--- src/rtl/core/assert_macros.svh ---
// assertion helpers shared by the rtl modules
`ifndef ASSERT_MACROS_SVH
`define ASSERT_MACROS_SVH

// property that must hold on every clock edge out of reset
`define ASSERT_ALWAYS(lbl, clk, rst_n, prop) \
  lbl: assert property (@(posedge clk) disable iff (!rst_n) (prop)) \
    else $error("assertion failed");

// same-cycle implication
`define ASSERT_IMPL(lbl, clk, rst_n, ante, cons) \
  lbl: assert property (@(posedge clk) disable iff (!rst_n) (ante) |-> (cons)) \
    else $error("assertion failed");

// next-cycle implication
`define ASSERT_NEXT(lbl, clk, rst_n, ante, cons) \
  lbl: assert property (@(posedge clk) disable iff (!rst_n) (ante) |=> (cons)) \
    else $error("assertion failed");

`endif

--- src/rtl/core/ms_pkg.sv ---
`timescale 1ns / 1ps
`default_nettype none

package ms_pkg;

  localparam int DATA_W    = 32;
  localparam int DEPTH_DEF = 64;

  // controller to datapath
  typedef struct packed {
    logic wr_en;
    logic wr_bank;
    logic wr_in;     // write the input beat rather than a merge head
    logic wr_left;   // merge takes the left run head
    logic rd_bank;
    logic out_load;
    logic out_last;
    logic out_ovf;
  } ms_cmd_t;

  // datapath to controller
  typedef struct packed {
    logic a_lt_b;
    logic out_free;
  } ms_sts_t;

endpackage

`default_nettype wire

--- src/rtl/core/ms_ctrl.sv ---
`timescale 1ns / 1ps
`default_nettype none
`include "assert_macros.svh"

module ms_ctrl #(
  parameter int DEPTH = ms_pkg::DEPTH_DEF,
  parameter int AW    = $clog2(DEPTH)
) (
  input  wire logic            clk,
  input  wire logic            rst_n,
  input  wire logic            in_tvalid,
  input  wire logic            in_tlast,
  output logic                 in_tready,
  input  wire ms_pkg::ms_sts_t sts,
  output ms_pkg::ms_cmd_t      cmd,
  output logic [AW-1:0]        wr_addr,
  output logic [AW-1:0]        rd_addr_a,
  output logic [AW-1:0]        rd_addr_b
);
  import ms_pkg::*;

  // counters hold up to twice the depth (run width doubling)
  localparam int CW = $clog2(DEPTH + 1) + 1;

  typedef enum logic [4:0] {
    S_LOAD    = 5'b00001,
    S_SET     = 5'b00010,
    S_RUN     = 5'b00100,
    S_EMIT_RD = 5'b01000,
    S_EMIT_WR = 5'b10000
  } state_t;

  state_t        state_r, state_nxt;
  logic [CW-1:0] cnt_r, cnt_nxt;
  logic [CW-1:0] n_r, n_nxt;
  logic [CW-1:0] w_r, w_nxt;
  logic [CW-1:0] lo_r, lo_nxt;
  logic [CW-1:0] mid_r, mid_nxt;
  logic [CW-1:0] hi_r, hi_nxt;
  logic [CW-1:0] i_r, i_nxt;
  logic [CW-1:0] j_r, j_nxt;
  logic [CW-1:0] k_r, k_nxt;
  logic          bank_r, bank_nxt;
  logic          drop_r, drop_nxt;

  logic          accept;
  logic          has_room;
  logic [CW:0]   lo_w;
  logic [CW:0]   lo_2w;
  logic [CW-1:0] mid_c;
  logic [CW-1:0] hi_c;
  logic [CW-1:0] k_inc;
  logic [CW-1:0] w_dbl;
  logic          take_left;

  assign accept   = in_tvalid && in_tready;
  assign has_room = cnt_r < CW'(DEPTH);
  assign lo_w     = {1'b0, lo_r} + {1'b0, w_r};
  assign lo_2w    = {1'b0, lo_r} + {w_r, 1'b0};
  assign mid_c    = (lo_w > {1'b0, n_r}) ? n_r : lo_w[CW-1:0];
  assign hi_c     = (lo_2w > {1'b0, n_r}) ? n_r : lo_2w[CW-1:0];
  assign k_inc    = k_r + CW'(1);
  assign w_dbl    = {w_r[CW-2:0], 1'b0};
  // ties go to the right run
  assign take_left = (i_r < mid_r) && ((j_r >= hi_r) || sts.a_lt_b);

  always_comb begin
    state_nxt = state_r;
    cnt_nxt   = cnt_r;
    n_nxt     = n_r;
    w_nxt     = w_r;
    lo_nxt    = lo_r;
    mid_nxt   = mid_r;
    hi_nxt    = hi_r;
    i_nxt     = i_r;
    j_nxt     = j_r;
    k_nxt     = k_r;
    bank_nxt  = bank_r;
    drop_nxt  = drop_r;
    in_tready = 1'b0;
    cmd       = '0;
    cmd.rd_bank = bank_r;
    wr_addr   = k_r[AW-1:0];

    case (state_r)
      S_LOAD: begin
        in_tready = 1'b1;
        cmd.wr_in = 1'b1;
        wr_addr   = cnt_r[AW-1:0];
        if (accept) begin
          cmd.wr_en = has_room;
          if (has_room) begin
            cnt_nxt = cnt_r + CW'(1);
          end else begin
            drop_nxt = 1'b1;
          end
          if (in_tlast) begin
            n_nxt    = has_room ? cnt_r + CW'(1) : cnt_r;
            w_nxt    = CW'(1);
            lo_nxt   = '0;
            k_nxt    = '0;
            bank_nxt = 1'b0;
            // a set of one is already sorted
            state_nxt = (has_room && cnt_r == '0) ? S_EMIT_RD : S_SET;
          end
        end
      end

      S_SET: begin
        mid_nxt   = mid_c;
        hi_nxt    = hi_c;
        i_nxt     = lo_r;
        j_nxt     = mid_c;
        k_nxt     = lo_r;
        state_nxt = S_RUN;
      end

      S_RUN: begin
        cmd.wr_en   = 1'b1;
        cmd.wr_bank = !bank_r;
        cmd.wr_left = take_left;
        k_nxt       = k_inc;
        if (take_left) begin
          i_nxt = i_r + CW'(1);
        end else begin
          j_nxt = j_r + CW'(1);
        end
        if (k_inc == hi_r) begin
          if (hi_r == n_r) begin
            // pass done, result now in the other bank
            bank_nxt = !bank_r;
            w_nxt    = w_dbl;
            lo_nxt   = '0;
            if (w_dbl >= n_r) begin
              k_nxt     = '0;
              state_nxt = S_EMIT_RD;
            end else begin
              state_nxt = S_SET;
            end
          end else begin
            lo_nxt    = hi_r;
            state_nxt = S_SET;
          end
        end
      end

      S_EMIT_RD: begin
        if (sts.out_free) begin
          state_nxt = S_EMIT_WR;
        end
      end

      S_EMIT_WR: begin
        cmd.out_load = 1'b1;
        cmd.out_last = (k_inc == n_r);
        cmd.out_ovf  = drop_r;
        k_nxt        = k_inc;
        if (k_inc == n_r) begin
          cnt_nxt   = '0;
          drop_nxt  = 1'b0;
          bank_nxt  = 1'b0;
          state_nxt = S_LOAD;
        end else begin
          state_nxt = S_EMIT_RD;
        end
      end

      default: begin
        state_nxt = S_LOAD;
      end
    endcase
  end

  // read data is registered, so address with the next pointers
  assign rd_addr_a = (state_r == S_EMIT_RD) ? k_r[AW-1:0] : i_nxt[AW-1:0];
  assign rd_addr_b = j_nxt[AW-1:0];

  always_ff @(posedge clk) begin
    if (!rst_n) begin
      state_r <= S_LOAD;
      cnt_r   <= '0;
      n_r     <= '0;
      w_r     <= '0;
      lo_r    <= '0;
      mid_r   <= '0;
      hi_r    <= '0;
      i_r     <= '0;
      j_r     <= '0;
      k_r     <= '0;
      bank_r  <= 1'b0;
      drop_r  <= 1'b0;
    end else begin
      state_r <= state_nxt;
      cnt_r   <= cnt_nxt;
      n_r     <= n_nxt;
      w_r     <= w_nxt;
      lo_r    <= lo_nxt;
      mid_r   <= mid_nxt;
      hi_r    <= hi_nxt;
      i_r     <= i_nxt;
      j_r     <= j_nxt;
      k_r     <= k_nxt;
      bank_r  <= bank_nxt;
      drop_r  <= drop_nxt;
    end
  end

  `ASSERT_ALWAYS(a_cnt_bound, clk, rst_n, cnt_r <= CW'(DEPTH))
  `ASSERT_IMPL(a_run_ptrs, clk, rst_n, state_r == S_RUN, (i_r <= mid_r) && (j_r <= hi_r) && (k_r < hi_r))
  `ASSERT_IMPL(a_load_free, clk, rst_n, cmd.out_load, sts.out_free)

endmodule

`default_nettype wire

--- config.mk ---
export PLATFORM = sky130hd
export DESIGN_NAME = ms_ctrl
export DESIGN_NICKNAME = d
export VERILOG_FILES = /design/src/rtl/core/ms_pkg.sv /design/src/rtl/core/ms_ctrl.sv
export VERILOG_INCLUDE_DIRS = /design/src /design/src/rtl/core
export SDC_FILE = /design/constraint.sdc
export NUM_CORES = 1
export LEC_CHECK = 0
export ABC_CLOCK_PERIOD_IN_PS = 3700
export BUFFER_PORTS_ARGS = -buffer_cell sky130_fd_sc_hd__buf_2
export CORE_ASPECT_RATIO = 1.1
export CORE_UTILIZATION = 30
export DETAILED_ROUTE_END_ITERATION = 10
export GPL_TIMING_DRIVEN = 0
export HOLD_SLACK_MARGIN = 0.1
export PLACE_DENSITY = 0.53
export SLEW_MARGIN = 20
export SYNTH_ARGS = -nofsm -noshare
export SYNTH_HDL_FRONTEND = slang
export SYNTH_SLANG_ARGS = --single-unit
--- constraint.sdc ---
create_clock -name clk -period 3.7 [get_ports clk]
set_input_delay 0 -clock clk [delete_from_list [all_inputs] [get_ports clk]]
set_output_delay 0 -clock clk [all_outputs]
set_load 0.03 [all_outputs]
==> out/metrics.cfg, run 1 <==
[worst_hold_path]
min_path_cells=5
holdCritPathClass=in -> reg
hold-path-endpoint=cnt_r[1]$_SDFFE_PN0P_
hp-start=in_tvalid

[place]
dpl_cell_area_sq_um=6550
hpwl_microns=15400
port_buffers=31
place_congestion=0.870

[pwr]
p_leak_nw=3.05
p_per_area_nw_per_um2=478
vdd.ir_drop.worst_uv=331
total_power_mw=3.43

[clock_tree]
clockRootBuffer=clkbuf_16
cts_buffers=9
cts.sinks=79
clk_path_buf_depth=2
cts_htree_levels=3
cts_tree=built
clock_latency_ps=350
clk_pin_slew_ps=60

[logic_synthesis]
ys.flop_type=dfxtp_1
synth-xor-area-share=0.0585
synthCells=776
synth_top_family_by_area=compound AO/OA/AOI/OAI gates
synth_seq_cells=79
synth_nets=842
synth-async-reset-ratio=0
synth-compound-area-share=0.222
synth-edff-count=0
synth-adder-area-share=0.126
syn_avg_cell_area_sq_um=7.83
yosysUniqueCellTypes=70
synth-seq-area-share=0.260
ys_warn_count=0
syn-cell-area_sq_um=6070
synth_simple_gate_area_frac=0.209
muxShareOfSynthArea=0.0601

[global_routing]
antenna_found_initial=0
grt_start_max_net_pins=14
grt_usage=0.200
grt_overflow=0
grt_pass1_wl_microns=31100
grt_pass1_vias=5553

[timing]
rsz0062_at_grt=true
hold_ws_ps=137
hold_viol_final=0
finalCriticalPeriod_ps=3600
fmax_mhz=278
post-route-period-util=0.973
worst_pin_slew_ps=1030
clock_skew_ps=12.1
finalSetupTns_ps=0
maxSlewViolCount=0
final-setup-viol-count=0
max_slew_margin=0.301

[detailed_routing]
routed_wl_microns=20100
ant_nets=0
wl_per_cell_microns=18.5
vias=5870
dr.pass1.iters=5
drcViolationCount=0
via_per_inst=5.42
drt_iter0_markers=306

[floorplan]
coreArea_sq_um=19900
ioPinCount=33
die_x_microns=138
dieHeight_microns=151
start_util=0.306
rows=54
die_area_sq_um=20800

[status]
status=completed

[worst_setup_path]
r2r-end=j_r[7]$_SDFFE_PN0P_
reg2reg_depth=15
worst_setup_path_start_kind=register
cp_slowest_stage_delay_ps=450
worstPathMaxFanout=6
rrSetupSlack_ps=300
rr_startpoint=lo_r[1]$_SDFFE_PN0P_
cp.required_ps=3700
cp_cell_sequence=ha_1, a21oi_2, o2111ai_1, a21oi_1, xnor2_2, ha_1, o21ai_2, a21oi_1, o21ai_1, o21ai_2, buf_6, mux2i_2, o221ai_2, buf_4, buf_2
startpoint=lo_r[1]$_SDFFE_PN0P_
crit_type=reg -> out
crit_path_end_kind=output pin
crit_arrival_ps=3600
slowest_stage=dfxtp_2

[cells_and_area]
layout-drive-gt1-share=0.137
finalInstanceArea_sq_um=7170
num-fill-cells=2146
nets=894
fin_util=0.361
antennaDiodeCount=0
syn2layout_area_growth_pct=18.1

[run]
drv_cap=0

-- synth_stat cells (10+ instances only) --
cell,number,area (sq um)
a211oi_1,15,113
a21oi_1,44,220
a31oi_1,16,100
and2_1,10,62.6
buf_4,10,75.1
clkbuf_1,25,93.8
dfxtp_1,79,1580
ha_1,58,726
inv_1,44,165
mux2i_1,32,320
nand2_1,99,372
nand3_1,29,145
nand4_1,10,62.6
nor2_1,56,210
nor3_1,16,80.1
o211ai_1,13,97.6
o21ai_0,40,200
xnor2_1,21,184
xor2_1,17,149
-- power breakdown --
group          leakage, nW  internal (mW)  switching, mW
Clock                0.175          0.724          0.379
Sequential           0.642          0.902         0.0810
Combinational         2.23          0.508          0.836
-- registers in the layout, summed over array words and instances (netlist names) --
| signal | cells |
|---|---|
| drop_r | 1 |
| i_r | 8 |
| j_r | 8 |
| mid_r | 8 |
| lo_r | 8 |
| cnt_r | 8 |
| bank_r | 1 |
| hi_r | 8 |
| k_r | 8 |
| w_r | 8 |
| n_r | 8 |
| state_r | 5 |
-- logic make-up (layout without fill, tap and decap cells) --
| family | after synthesis | after routing |
|---|---|---|
| simple gates | 269 | 269 |
| compound gates | 202 | 202 |
| buf+inv | 91 | 147 |
| flops | 79 | 79 |
| fa+ha+maj | 60 | 60 |
| xor+xnor | 39 | 39 |
| mux | 36 | 36 |
-- per-layer routing --
layer  track usage  vias to the layer above  part of all wire
met2         0.335                      136              0.48
li1              -                     2892                 -
met1         0.258                     2812              0.46
met3        0.0281                       30             0.040
met5             0                        -                 0
met4        0.0731                        0             0.027
-- critical path: cells and delay by family, from the launching register on --
kind / cells / cell delay, ps
flops: 1 / 450
fa+ha+maj: 2 / 610
compound gates: 8 / 1250
buf+inv: 3 / 520
mux: 1 / 320
xor+xnor: 1 / 120
-- layout by cell type, fill, tap and decap left out, types with 25 or more instances in the layout --
cell       n
a21oi_1   43
buf_2     31
clkbuf_1  25
dfxtp_1   73
ha_1      55
inv_1     44
mux2i_1   29
nand2_1   96
nand3_1   26
nor2_1    56
o21ai_0   35
-- metrics by stage --
stage / instances / setup WS, ps
3_5_place_dp: 1059 / -594
3_3_place_gp: 1059 / -601
4_1_cts: 1082 / -6.28
6_report: 1084 / 98.2
5_1_grt: 1084 / -71.4
2_1_floorplan: 776 / 262
-- final cells by class --
type	count	area (sq um)	share of cell area
Clock inverter	6	134	0.0187
Sequential cell	79	1590	0.222
Clock buffer	9	225	0.0314
Multi-Input combinational cell	606	4260	0.593
Tap cell	252	315	0.0440
Buffer	44	211	0.0295
Timing Repair Buffer	42	265	0.0370
Inverter	46	173	0.0241
-- what timing repair did --
item,4_1_cts,5_1_grt
hold buffers,1,0
pin swaps,12,9
hold endpoints to repair,2,0
endpoints found under the setup margin,22,18
gates resized for setup,30,24
buffers inserted,8,2
cloned,0,0
-- worst max path at each step --
stage / endpoint / slack, ps / cells after the start
finish: rd_addr_b[0] / 100 / 15
global route: rd_addr_b[0] / -70 / 15
CTS: rd_addr_b[2] / -6 / 16
detailed placement: rd_addr_b[5] / -590 / 15
global placement: rd_addr_b[5] / -600 / 15
floorplan: rd_addr_b[5] / 260 / 15
No activity file was read; power rests on OpenSTA's default activity.
==> run 2: changes to the inputs <==
==> constraint.sdc (replaced) <==
create_clock -name clk -period 3.7 [get_ports clk]
set_input_delay 0 -clock clk [delete_from_list [all_inputs] [get_ports clk]]
set_output_delay 0 -clock clk [all_outputs]
set_load 0.005 [all_outputs]
==> run 2 against run 1 <==
Clock power about the same; design area decreased by 0.92%; first-iteration DRC count increased by 4.9%; critical endpoint is now rd_addr_b[4]; worst hold slack improved by 3.0 ps; largest power group unchanged; global-route usage decreased by 0.11 points; routed wire length decreased by 0.80%; maximum frequency increased by 1.1%; sequential power about the same.
==> out/metrics.cfg, run 2 (synthesis gave the netlist of run 1 again) <==
[worst_setup_path]
rrSetupSlack_ps=250
crit_type=reg -> out
crit_path_end=rd_addr_b[4]
worstPathMaxFanout=7
crit_path_end_kind=output pin
crit_arrival_ps=3560
reg2reg_depth=14
worst_setup_path_start_kind=register
rr_startpoint=w_r[2]$_SDFFE_PN0P_
startpoint=w_r[2]$_SDFFE_PN0P_
r2r-end=j_r[7]$_SDFFE_PN0P_
cp.required_ps=3700

[clock_tree]
clockRootBuffer=clkbuf_16
cts_tree=built
cts_htree_levels=3
clock_latency_ps=350
cts.sinks=79
cts_buffers=9
clk_pin_slew_ps=60
clk_path_buf_depth=2

[floorplan]
rows=54
ioPinCount=33
die_x_microns=138
dieHeight_microns=151
die_area_sq_um=20800
start_util=0.306
coreArea_sq_um=19900

[timing]
finalCriticalPeriod_ps=3560
post-route-period-util=0.963
rsz0062_at_grt=true
maxSlewViolCount=0
fmax_mhz=281
hold_viol_final=0
final-setup-viol-count=0
worst_pin_slew_ps=979
hold_ws_ps=140
max_slew_margin=0.337
clock_skew_ps=12.8

[place]
port_buffers=31
place_congestion=0.870
dp.cells=1059
hpwl_microns=15400

[detailed_routing]
vias=5846
drt_iter0_markers=321
wl_per_cell_microns=18.4
dr.pass1.iters=5
ant_nets=0
routed_wl_microns=19900
via_per_inst=5.40
drcViolationCount=0

[pwr]
power_frac_seq=0.294
vdd.ir_drop.worst_uv=332
clkPwrFrac=0.328
p_leak_nw=2.99
comb_power_share=0.378
p_int_mw=2.14
p_per_area_nw_per_um2=472
switchingPower_mw=1.21
power_switching_share=0.362

[cells_and_area]
num-fill-cells=2150
nets=893
antennaDiodeCount=0
syn2layout_area_growth_pct=17.0
final_common_cell=nand2_1
fin_cells=1083
layout-drive-gt1-share=0.128
layout_common_cells=nand2_1, dfxtp_1, nor2_1, ha_1, inv_1

[worst_hold_path]
holdCritPathClass=in -> reg

[run]
drv_cap=0

[global_routing]
grt_pass1_vias=5520
antenna_found_initial=0
grt_pass1_wl_microns=30900
grt_usage=0.199
grt_overflow=0
grt_start_max_net_pins=14

[status]
status=completed

[run 2: cell count changes in the layout (fill, tap and decap cells not counted), sizes merged]
cell  change
buf       -1
[run 2: metrics by stage]
| stage | TNS, ps | setup slack [ps] | utilization | power (mW) | cell area (sq um) |
|---|---|---|---|---|---|
| after global routing | -60.1 | -25.5 | 0.358 | 3.52 | 7110 |
| after global placement | -5290 | -549 | 0.329 | 2.14 | 6550 |
| final | 0 | 139 | 0.358 | 3.35 | 7110 |
| after CTS | -7.19 | -5.84 | 0.353 | 3.31 | 7010 |
| after detailed placement | -5130 | -542 | 0.329 | 2.15 | 6550 |
| after floorplan | 0 | 296 | - | 1.82 | 6070 |
[run 2: worst min-delay path by stage]
stage / startpoint / to / depth (start not counted)
detailed placement: sts[0] / state_r[4]$_SDFFE_PN0P_ / 3
floorplan: sts[0] / state_r[4]$_SDFFE_PN0P_ / 2
global placement: sts[0] / state_r[4]$_SDFFE_PN0P_ / 3
CTS: in_tvalid / cnt_r[1]$_SDFFE_PN0P_ / 5
global route: in_tvalid / cnt_r[5]$_SDFFE_PN0P_ / 4
finish: in_tvalid / cnt_r[1]$_SDFFE_PN0P_ / 5
[run 2: timing repair]
item,in CTS,in global routing
gates cloned,0,0
buffers inserted,6,3
pin swaps,12,9
setup endpoints to repair,22,17
resized for setup,20,18
hold endpoints to repair,2,0
hold buffers,1,0
[run 2: area by class of cell]
| type | count | area, sq um | area share |
|---|---|---|---|
| Buffer | 44 | 211 | 0.0298 |
| Clock buffer | 9 | 225 | 0.0317 |
| Clock inverter | 6 | 134 | 0.0188 |
| Inverter | 46 | 173 | 0.0243 |
| Multi-Input combinational cell | 606 | 4220 | 0.593 |
| Sequential cell | 79 | 1590 | 0.224 |
| Tap cell | 252 | 315 | 0.0444 |
| Timing Repair Buffer | 41 | 236 | 0.0333 |
[run 2: layer usage]
| metal | vias to the layer above | GRT usage | routed length, microns |
|---|---|---|---|
| met5 | - | 0 | 0 |
| met3 | 30 | 0.0281 | 661 |
| met1 | 2797 | 0.257 | 9220 |
| met2 | 120 | 0.332 | 9510 |
| li1 | 2899 | - | - |
| met4 | 0 | 0.0731 | 513 |
[run 2: power groups by stage]
stage	Combinational, mW	Clock, mW	Sequential [mW]
floorplan	0.855	0	0.966
global placement	1.14	0	1.00
detailed placement	1.15	0	1.00
CTS	1.21	1.12	0.983
global route	1.39	1.15	0.989
finish	1.27	1.10	0.986
[run 2: worst max-delay path: stages (launching register included)]
cell       delay, ps
dfxtp_1          370
ha_1             420
nand3_1          130
o2111ai_1        210
a21oi_1          110
xnor2_1          260
ha_1             270
nor4_1            80
a21oi_1          120
o21ai_1           90
o21ai_2          200
buf_6            190
mux2_4           340
nand2_4           90
nand3_1           80
buf_4            130
buf_2            110
==> run 3: changes to the inputs <==
--- a/config.mk
+++ b/config.mk
@@ -7,13 +7,13 @@
 export NUM_CORES = 1
 export LEC_CHECK = 0
 export ABC_CLOCK_PERIOD_IN_PS = 3700
-export BUFFER_PORTS_ARGS = -buffer_cell sky130_fd_sc_hd__buf_2
+export BUFFER_PORTS_ARGS = -buffer_cell sky130_fd_sc_hd__buf_4
 export CORE_ASPECT_RATIO = 1.1
-export CORE_UTILIZATION = 30
+export CORE_UTILIZATION = 35
 export DETAILED_ROUTE_END_ITERATION = 10
 export GPL_TIMING_DRIVEN = 0
 export HOLD_SLACK_MARGIN = 0.1
-export PLACE_DENSITY = 0.53
+export PLACE_DENSITY = 0.59
 export SLEW_MARGIN = 20
 export SYNTH_ARGS = -nofsm -noshare
 export SYNTH_HDL_FRONTEND = slang
==> run 3 against run 2 <==
Flip-flop and latch count unchanged; maximum frequency fell by 1.0%; critical endpoint is now rd_addr_b[3]; largest power group unchanged; clock skew fell by 3.8 ps; combinational power increased by 4%; setup slack worse by 38 ps; count of clock-buffer cells in the layout rose by 1; register-to-register slack worse by 40 ps.
==> out/metrics.cfg, run 3 (synthesis gave the netlist of run 1 again) <==
[status]
status=completed

[floorplan]
die_area_sq_um=17900
coreArea_sq_um=17000
dieHeight_microns=140
ioPinCount=33
rows=50
start_util=0.357
die_x_microns=128

[worst_setup_path]
crit_arrival_ps=3600
worst_setup_path_start_kind=register
r2r-end=j_r[7]$_SDFFE_PN0P_
rrSetupSlack_ps=210
crit_top_cell=o21ai_1
crit_type=reg -> out
cp_num_buf_inv=3
cp_slowest_stage_delay_ps=380
worstPathMaxFanout=7
rr_startpoint=lo_r[0]$_SDFFE_PN0P_
crit_path_end_kind=output pin
cp.required_ps=3700
slowest_stage=fa_2
cp_cell_sequence=ha_4, fa_2, a211oi_4, nor2_1, o21ai_1, a22oi_2, ha_4, nor4_4, o21ai_1, o21ai_1, o21ai_2, buf_6, mux2_4, nand2_4, nand3_1, buf_4, buf_4
cp_top_family=compound AO/OA/AOI/OAI gates
reg2reg_depth=15
cp.depth=17

[timing]
max_slew_margin=0.358
clock_skew_ps=9.06
final-setup-viol-count=0
finalCriticalPeriod_ps=3600
finalSetupTns_ps=0
fmax_mhz=278
hold_viol_final=0
worst_slack_ps=101
rsz0062_at_grt=true
post-route-period-util=0.973
worst_pin_slew_ps=949
maxSlewViolCount=0

[detailed_routing]
routed_wl_microns=19300
via_per_inst=5.53
wl_per_cell_microns=18.1
drcViolationCount=0
drt_iter0_markers=426
ant_nets=0
dr.pass1.iters=5
vias=5898

[cells_and_area]
seqCellArea_sq_um=1590
multiInputGateArea_sq_um=4310
syn2layout_area_growth_pct=18.4
antennaDiodeCount=0
nets=895
fin_util=0.423
layout_common_cells=nand2_1, dfxtp_1, nor2_1, ha_1, buf_4
layout-drive-gt1-share=0.146
num-fill-cells=1776
final_common_cell=nand2_1

[worst_hold_path]
min_path_cells=5
hp-start=in_tvalid
hold-path-endpoint=cnt_r[1]$_SDFFE_PN0P_
holdCritPathClass=in -> reg

[clock_tree]
clockRootBuffer=clkbuf_16
clock_latency_ps=350
clk_pin_slew_ps=70
cts.sinks=79
cts_buffers=9
cts_tree=built
clk_path_buf_depth=2
cts_htree_levels=3

[pwr]
p_leak_nw=3.03
switchingPower_mw=1.23
power_frac_seq=0.312
comb_power_share=0.418
p_per_area_nw_per_um2=439
vdd.ir_drop.worst_uv=358
clkPwrFrac=0.270
p_int_mw=1.93
power_switching_share=0.389

[place]
port_buffers=31
place_congestion=0.897
hpwl_microns=14700
dp_slack_ps=-572

[global_routing]
grt_pass1_wl_microns=30700
grt_overflow=0
antenna_found_initial=0
grt_pass1_vias=5589
grt_start_max_net_pins=14
grt_usage=0.224

[run]
drv_cap=0

==> run 3: cell count changes in the layout (fill, tap and decap cells not counted), moves of 2 or more <==
cell	delta
buf_2	-31
buf_4	+32
bufinv_16	-4
ha_1	-3
ha_2	+3
nand2_2	-2
nand2_4	+2
o21ai_1	-2
o21ai_2	+3
==> run 3: how the worst max path moves through the flow <==
| stage | endpoint | startpoint | slack, ps |
|---|---|---|---|
| 2_1_floorplan | rd_addr_b[5] | w_r[0]$_SDFFE_PN0P_ | 300 |
| 3_3_place_gp | rd_addr_b[5] | lo_r[0]$_SDFFE_PN0P_ | -570 |
| 3_5_place_dp | rd_addr_b[5] | lo_r[0]$_SDFFE_PN0P_ | -570 |
| 4_1_cts | rd_addr_b[4] | lo_r[0]$_SDFFE_PN0P_ | 20 |
| 5_1_grt | rd_addr_b[5] | lo_r[0]$_SDFFE_PN0P_ | -20 |
| 6_report | rd_addr_b[3] | lo_r[0]$_SDFFE_PN0P_ | 100 |
==> run 3: per-layer routing <==
| metal | vias to the layer above | share of wire | track usage | wire, microns |
|---|---|---|---|---|
| li1 | 2898 | - | - | - |
| met1 | 2785 | 0.45 | 0.293 | 8700 |
| met2 | 182 | 0.48 | 0.375 | 9190 |
| met3 | 33 | 0.050 | 0.0321 | 961 |
| met4 | 0 | 0.025 | 0.0793 | 482 |
| met5 | - | 0 | 0 | 0 |
==> run 3: final cells by class <==
cell class / count / share of cell area
multi-input combinational: 606 / 0.600
clock inverter: 5 / 0.00487
timing repair buffer: 43 / 0.0463
buffer: 44 / 0.0294
tap: 234 / 0.0407
sequential: 79 / 0.222
clock buffer: 10 / 0.0332
inverter: 46 / 0.0240
==> run 3: per-stage QoR <==
step | std cells | total power, mW | cell area [sq um] | hold WS (ps)
detailed placement | 1041 | 2.15 | 6600 | 262
global placement | 1041 | 2.15 | 6600 | 258
global route | 1067 | 3.31 | 7190 | 184
CTS | 1063 | 3.08 | 6990 | 134
finish | 1067 | 3.16 | 7190 | 144
floorplan | 776 | 1.82 | 6070 | 120
==> run 3: power groups by stage <==
| stage | combinational, mW | sequential [mW] | clock, mW |
|---|---|---|---|
| floorplan | 0.855 | 0.966 | 0 |
| global placement | 1.15 | 0.998 | 0 |
| detailed placement | 1.16 | 0.999 | 0 |
| CTS | 1.24 | 0.982 | 0.860 |
| global route | 1.43 | 0.991 | 0.891 |
| finish | 1.32 | 0.986 | 0.852 |
==> run 3: repair_timing <==
action,in CTS,in global routing
gates resized for setup,21,38
hold endpoints to repair,2,0
cloned,0,0
setup buffers,7,4
hold buffers,1,0
pin swaps,13,8
endpoints found under the setup margin,22,19
==> run 3: worst reg2reg max path: cells and delay by family, from the launching register on <==
family                   cells  cell delay (ps)
AND/OR/NAND/NOR              1               70
AO/OA/AOI/OAI                9             1530
buffers and inverters        1              190
flip-flops                   1              360
adder cells (fa/ha/maj)      3              840
multiplexers                 1              360
